## src/design/ils_pkg.sv

```systemverilog
`timescale 1ns / 1ps
`default_nettype none
// ----------------------------------------------------------------------------
// ils_pkg: shared definitions of the indexed list store
// Operation and status codes, datapath select codes, and the command and
// status bundles that join the controller to the datapath.
// ----------------------------------------------------------------------------
package ils_pkg;

   localparam int OP_W        = 3;
   localparam int POS_W       = 6;
   localparam int ST_W        = 2;
   localparam int COUNT_OUT_W = 7;

   localparam int CAPACITY_DEF    = 64;
   localparam int VALUE_WIDTH_DEF = 64;

   typedef logic [OP_W-1:0] op_type;
   typedef logic [ST_W-1:0] st_type;

   localparam op_type OP_APPEND = 3'd0;
   localparam op_type OP_INSERT = 3'd1;
   localparam op_type OP_SET    = 3'd2;
   localparam op_type OP_GET    = 3'd3;
   localparam op_type OP_DELETE = 3'd4;
   localparam op_type OP_CLEAR  = 3'd5;

   localparam st_type ST_OK        = 2'd0;
   localparam st_type ST_NOT_FOUND = 2'd1;
   localparam st_type ST_FULL      = 2'd2;

   typedef logic [1:0] sel_type;

   // read address select
   localparam sel_type RD_POS    = 2'd0;
   localparam sel_type RD_IDX_DN = 2'd1;
   localparam sel_type RD_IDX_UP = 2'd2;

   // write address and data select
   localparam sel_type WR_VAL_COUNT = 2'd0;
   localparam sel_type WR_VAL_POS   = 2'd1;
   localparam sel_type WR_RDATA_IDX = 2'd2;

   typedef struct packed {
      logic    req_ready;
      logic    status_load;
      st_type  status_code;
      sel_type rd_sel;
      logic    wr_en;
      sel_type wr_sel;
      logic    idx_load_count;
      logic    idx_load_pos;
      logic    idx_inc;
      logic    idx_dec;
      logic    cnt_inc;
      logic    cnt_dec;
      logic    cnt_clear;
      logic    res_capture;
      logic    rsp_load;
   } cmd_type;

   typedef struct packed {
      logic   req_valid;
      op_type op;
      logic   pos_lt_count;
      logic   pos_le_count;
      logic   full;
      logic   idx_eq_pos;
      logic   idx_last;
      logic   rsp_free;
   } sts_type;

endpackage
`default_nettype wire

```

## src/design/ils_ctrl.sv

```systemverilog
`timescale 1ns / 1ps
`default_nettype none
// ----------------------------------------------------------------------------
// ils_ctrl: request sequencer
// Decodes each request and steps the datapath through reads, shifts and
// the response load.
// ----------------------------------------------------------------------------
module ils_ctrl
   import ils_pkg::*;
(
   input  wire logic    clock,
   input  wire logic    reset,
   input  wire sts_type sts,
   output cmd_type      cmd
);
   localparam logic [2:0] S_IDLE      = 3'd0;
   localparam logic [2:0] S_DISPATCH  = 3'd1;
   localparam logic [2:0] S_READ_WAIT = 3'd2;
   localparam logic [2:0] S_UP_RD     = 3'd3;
   localparam logic [2:0] S_UP_WR     = 3'd4;
   localparam logic [2:0] S_DN_RD     = 3'd5;
   localparam logic [2:0] S_DN_WR     = 3'd6;
   localparam logic [2:0] S_FINISH    = 3'd7;

   logic [2:0] state_ff;
   logic [2:0] state_in;

   always_comb begin
      cmd      = '0;
      state_in = state_ff;
      unique case (state_ff)
         S_IDLE: begin
            cmd.req_ready = 1'b1;
            if (sts.req_valid) begin
               state_in = S_DISPATCH;
            end
         end
         S_DISPATCH: begin
            cmd.status_load = 1'b1;
            cmd.status_code = ST_OK;
            state_in        = S_FINISH;
            unique case (sts.op)
               OP_APPEND: begin
                  if (sts.full) begin
                     cmd.status_code = ST_FULL;
                  end else begin
                     cmd.wr_en   = 1'b1;
                     cmd.wr_sel  = WR_VAL_COUNT;
                     cmd.cnt_inc = 1'b1;
                  end
               end
               OP_INSERT: begin
                  if (!sts.pos_le_count) begin
                     cmd.status_code = ST_NOT_FOUND;
                  end else if (sts.full) begin
                     cmd.status_code = ST_FULL;
                  end else begin
                     cmd.idx_load_count = 1'b1;
                     state_in           = S_UP_RD;
                  end
               end
               OP_SET, OP_GET, OP_DELETE: begin
                  if (!sts.pos_lt_count) begin
                     cmd.status_code = ST_NOT_FOUND;
                  end else begin
                     cmd.rd_sel = RD_POS;
                     state_in   = S_READ_WAIT;
                  end
               end
               OP_CLEAR: begin
                  cmd.cnt_clear = 1'b1;
               end
               default: begin
               end
            endcase
         end
         S_READ_WAIT: begin
            cmd.res_capture = 1'b1;
            state_in        = S_FINISH;
            if (sts.op == OP_SET) begin
               cmd.wr_en  = 1'b1;
               cmd.wr_sel = WR_VAL_POS;
            end else if (sts.op == OP_DELETE) begin
               cmd.idx_load_pos = 1'b1;
               state_in         = S_DN_RD;
            end
         end
         S_UP_RD: begin
            if (sts.idx_eq_pos) begin
               cmd.wr_en   = 1'b1;
               cmd.wr_sel  = WR_VAL_POS;
               cmd.cnt_inc = 1'b1;
               state_in    = S_FINISH;
            end else begin
               cmd.rd_sel = RD_IDX_DN;
               state_in   = S_UP_WR;
            end
         end
         S_UP_WR: begin
            cmd.wr_en   = 1'b1;
            cmd.wr_sel  = WR_RDATA_IDX;
            cmd.idx_dec = 1'b1;
            state_in    = S_UP_RD;
         end
         S_DN_RD: begin
            if (sts.idx_last) begin
               cmd.cnt_dec = 1'b1;
               state_in    = S_FINISH;
            end else begin
               cmd.rd_sel = RD_IDX_UP;
               state_in   = S_DN_WR;
            end
         end
         S_DN_WR: begin
            cmd.wr_en   = 1'b1;
            cmd.wr_sel  = WR_RDATA_IDX;
            cmd.idx_inc = 1'b1;
            state_in    = S_DN_RD;
         end
         S_FINISH: begin
            if (sts.rsp_free) begin
               cmd.rsp_load = 1'b1;
               state_in     = S_IDLE;
            end
         end
      endcase
   end

   always_ff @(posedge clock) begin
      if (reset) begin
         state_ff <= S_IDLE;
      end else begin
         state_ff <= state_in;
      end
   end
endmodule
`default_nettype wire

```

## config.mk

```make
export PLATFORM = sky130hd
export DESIGN_NAME = ils_ctrl
export DESIGN_NICKNAME = d
export VERILOG_FILES = /design/src/design/ils_pkg.sv /design/src/design/ils_ctrl.sv
export SDC_FILE = /design/constraint.sdc
export NUM_CORES = 1
export LEC_CHECK = 0
export BUFFER_PORTS_ARGS = -buffer_cell sky130_fd_sc_hd__buf_2
export CELL_PAD_IN_SITES_DETAIL_PLACEMENT = 2
export CELL_PAD_IN_SITES_GLOBAL_PLACEMENT = 2
export CORE_AREA = 2 2 50 52
export DETAILED_ROUTE_END_ITERATION = 10
export DIE_AREA = 0 0 52 54
export GPL_ROUTABILITY_DRIVEN = 0
export PLACE_DENSITY = 0.76
export SYNTH_ARGS = -nofsm -noshare
export SYNTH_HDL_FRONTEND = slang
export SYNTH_SLANG_ARGS = --single-unit
```

## constraint.sdc

```tcl
create_clock -name clock -period 2.83 [get_ports clock]
set_input_delay 0.283 -clock clock [delete_from_list [all_inputs] [get_ports clock]]
set_output_delay 0.283 -clock clock [all_outputs]
set_load 0.005 [all_outputs]
```

==> flow_summary_export.csv <==
group,metric,value,unit
sta,fin_setup_tns,0,ns
worst_setup_path,crit_type,"flop to output port",
sta,worst_slew_pin_slew,0.525,ns
logic_synthesis,ys.flop_type,"dfxtp_1",
floorplan,row_count,18,
worst_setup_path,startpoint_type,"flop",
sta,hold_violations,0,
place,dp_hpwl,1270,um
logic_synthesis,yosys_warnings,0,
logic_synthesis,synth.most_common_cell,"inv_1",
floorplan,die_y,54,um
sta,rsz0062_at_grt,"no",
floorplan,coreArea,2320,sq um
cells_and_area,fin_nets,101,
floorplan,die_x,52,um
logic_synthesis,netlist_top_cells_count,"inv_1, nand2_1, nor3_1, or3b_2",
clock_network,clock-sinks,3,
logic_synthesis,ys_seq_elements,3,
routing,via_count,570,
clock_network,clockBufferDepth,2,
pwr,peakVddDrop,0.000232,V
global_route,gr-total-overflow,0,
logic_synthesis,synthDistinctLibCells,32,
worst_setup_path,crit_path_max_fanout,18,
worst_setup_path,reg2regPathDepth,3,
place,dpl_cell_area,586,sq um
routing,wire_per_inst,13.2,um
worst_setup_path,cp_cell_sequence,"or3b_2 -> o31ai_1 -> nand3b_1 -> buf_2",
floorplan,die_area,2810,sq um
logic_synthesis,syn_avg_cell_area,7.23,sq um
worst_setup_path,slowest_stage,"dfxtp_1",
clock_network,htree_levels,1,
global_route,antenna_found_initial,0,
cells_and_area,n_fill_cell,285,
sta,max_freq,0.427,GHz
worst_setup_path,crit_end,"cmd[11]",
worst_setup_path,worstPathRequired,2.55,ns
logic_synthesis,yosysTopAreaCell,"dfxtp_1",
pwr,cellLeakagePower,0.310,nW
worst_setup_path,cp_top_family,"simple AND/OR/NAND/NOR gates",
worst_setup_path,max_stage_delay,0.64,ns
cells_and_area,largest_register_ffs,3,
routing,drc,0,
place,portBuffers,29,
pwr,cellPowerDensity,590,nW/um^2
global_route,grt_pass1_wl,2580,um
worst_setup_path,rrSetupSlack,1.30,ns
routing,ant_nets,0,
global_route,grt_pass1_vias,568,
cells_and_area,largest_register,"state_ff",
clock_network,ctsHoldBuffers,0,
flow_run,cap_violations,0,
cells_and_area,drive_gt1_frac,0.443,
logic_synthesis,async_reset_ff_frac,0,
global_route,grt.total_usage,0.120,
worst_hold_path,hold_path_class,"input pin to flop",
clock_network,cts_tree,"built",
routing,viasPerCell,4.83,
sta,fin_crit_sh,0.828,
worst_setup_path,arrival,2.06,ns
routing,wl,1560,um
clock_network,clk_pin_slew_worst_paths,0.04,ns
cells_and_area,area_delta_synth_final,43.4,%
worst_setup_path,reg2reg_to,"state_ff[1]",
floorplan,start_util,0.184,
clock_network,cts-root-buf,"clkbuf_4",
logic_synthesis,syn_inst,59,
clock_network,clock_latency,0.23,ns
routing,drt_first_pass_iters,2,
logic_synthesis,synth_enable_flop_cells,0,
clock_network,cts_resized,0,
floorplan,io_pins,30,
worst_setup_path,end_kind,"output port",
clock_network,postCtsSetupBuffers,0,
logic_synthesis,synth_nets,71,
sta,finalMaxSlewViolations,0,
sta,finClkSkew,0.00245,ns
status,outcome,"finished clean",
sta,setup_violations,0,
logic_synthesis,synth_top_area_share,0.141,
worst_setup_path,crit_cells,4,
logic_synthesis,synth_area,427,sq um
pwr,power,0.000361,W
worst_setup_path,crit_start,"state_ff[1]",
routing,first_iter_violations,9,
worst_setup_path,reg2reg_from,"state_ff[2]",
worst_setup_path,path_buf_inv,1,
sta,finalCriticalPeriod,2.34,ns
logic_synthesis,synth.area.top_cells,"dfxtp_1, or3b_2, inv_1",
cells_and_area,top_regs,"state_ff: 3 flops",
global_route,grt_max_degree,19,
sta,max_slew_margin,0.650,
clock_network,cts_buffers,3,
cells_and_area,antenna_cells,0,
cells_and_area,fin_area,612,sq um
logic_synthesis,yosysSeqAreaShare,0.141,
-- power by group --
| part | total (W) | internal (W) | switching, W |
|---|---|---|---|
| clock network | 0.0000759 | 0.0000529 | 0.0000230 |
| logic | 0.000174 | 0.0000893 | 0.0000845 |
| registers | 0.000111 | 0.0000577 | 0.0000537 |
-- layer usage --
metal / routed length [um] / up-vias / GRT usage
met5: 0 / - / 0
met4: 0 / 0 / 0.0263
met3: 105 / 0 / 0.0306
met2: 800 / 17 / 0.219
met1: 650 / 269 / 0.141
li1: - / 284 / -
-- through the flow --
| step | setup slack (ns) | hold WS [ns] | utilization | instances |
|---|---|---|---|---|
| CTS | 0.469 | 0.270 | 0.264 | 118 |
| global route | 0.317 | 0.280 | 0.264 | 118 |
| detailed placement | 0.728 | 0.516 | 0.252 | 114 |
| global placement | 0.741 | 0.525 | 0.252 | 114 |
| finish | 0.486 | 0.273 | 0.264 | 118 |
| floorplan | 1.10 | 0.355 | - | 59 |
-- cell usage in the layout (no fill, tap or decap) --
cell type / n
or4b_4: 1
nand3_1: 1
or4b_2: 1
and3_1: 1
o31ai_1: 3
nor4b_1: 1
nor2_1: 3
nor3_1: 4
nor4_1: 1
and4_1: 1
or3b_2: 4
nor3b_1: 3
clkbuf_1: 1
o211ai_1: 2
a31oi_1: 1
nand2_1: 5
o311ai_0: 1
nand4b_1: 1
a311oi_1: 1
dfxtp_1: 3
or3_1: 1
nand3b_1: 2
o21a_1: 1
nand2b_1: 1
clkbuf_4: 3
buf_2: 29
or4_4: 1
o311a_1: 1
inv_1: 6
nand4bb_1: 1
nor2b_1: 1
a21oi_1: 2
-- worst register-to-register path: cells and delay by family (launching register included) --
family,cells,cell delay [ns]
AO/OA/AOI/OAI,1,0.08
AND/OR/NAND/NOR,2,0.78
flip-flops,1,0.59
-- layout make-up --
class	count	area, sq um	area share
Tap cell	30	37.5	0.0613
Sequential cell	3	60.1	0.0982
Inverter	6	22.5	0.0368
Timing Repair Buffer	29	145	0.237
Clock buffer	4	26.3	0.0429
Multi-Input combinational cell	46	320	0.524
-- cell families (layout without fill, tap and decap cells) --
group / after synthesis / count (layout) / synth area share
AND/OR/NAND/NOR: 34 / 34 / 0.543
AO/OA/AOI/OAI: 12 / 12 / 0.208
buffers and inverters: 10 / 39 / 0.108
flip-flops: 3 / 3 / 0.141
-- worst min-delay path by stage --
stage	startpoint	endpoint	slack, ns	cells after the start
after floorplan	reset	state_ff[0]	0.36	1
after global placement	reset	state_ff[0]	0.53	2
after detailed placement	reset	state_ff[0]	0.52	2
after CTS	reset	state_ff[0]	0.27	2
after global routing	reset	state_ff[0]	0.28	2
final	reset	state_ff[0]	0.27	2
(Power assumes the default switching activity.)
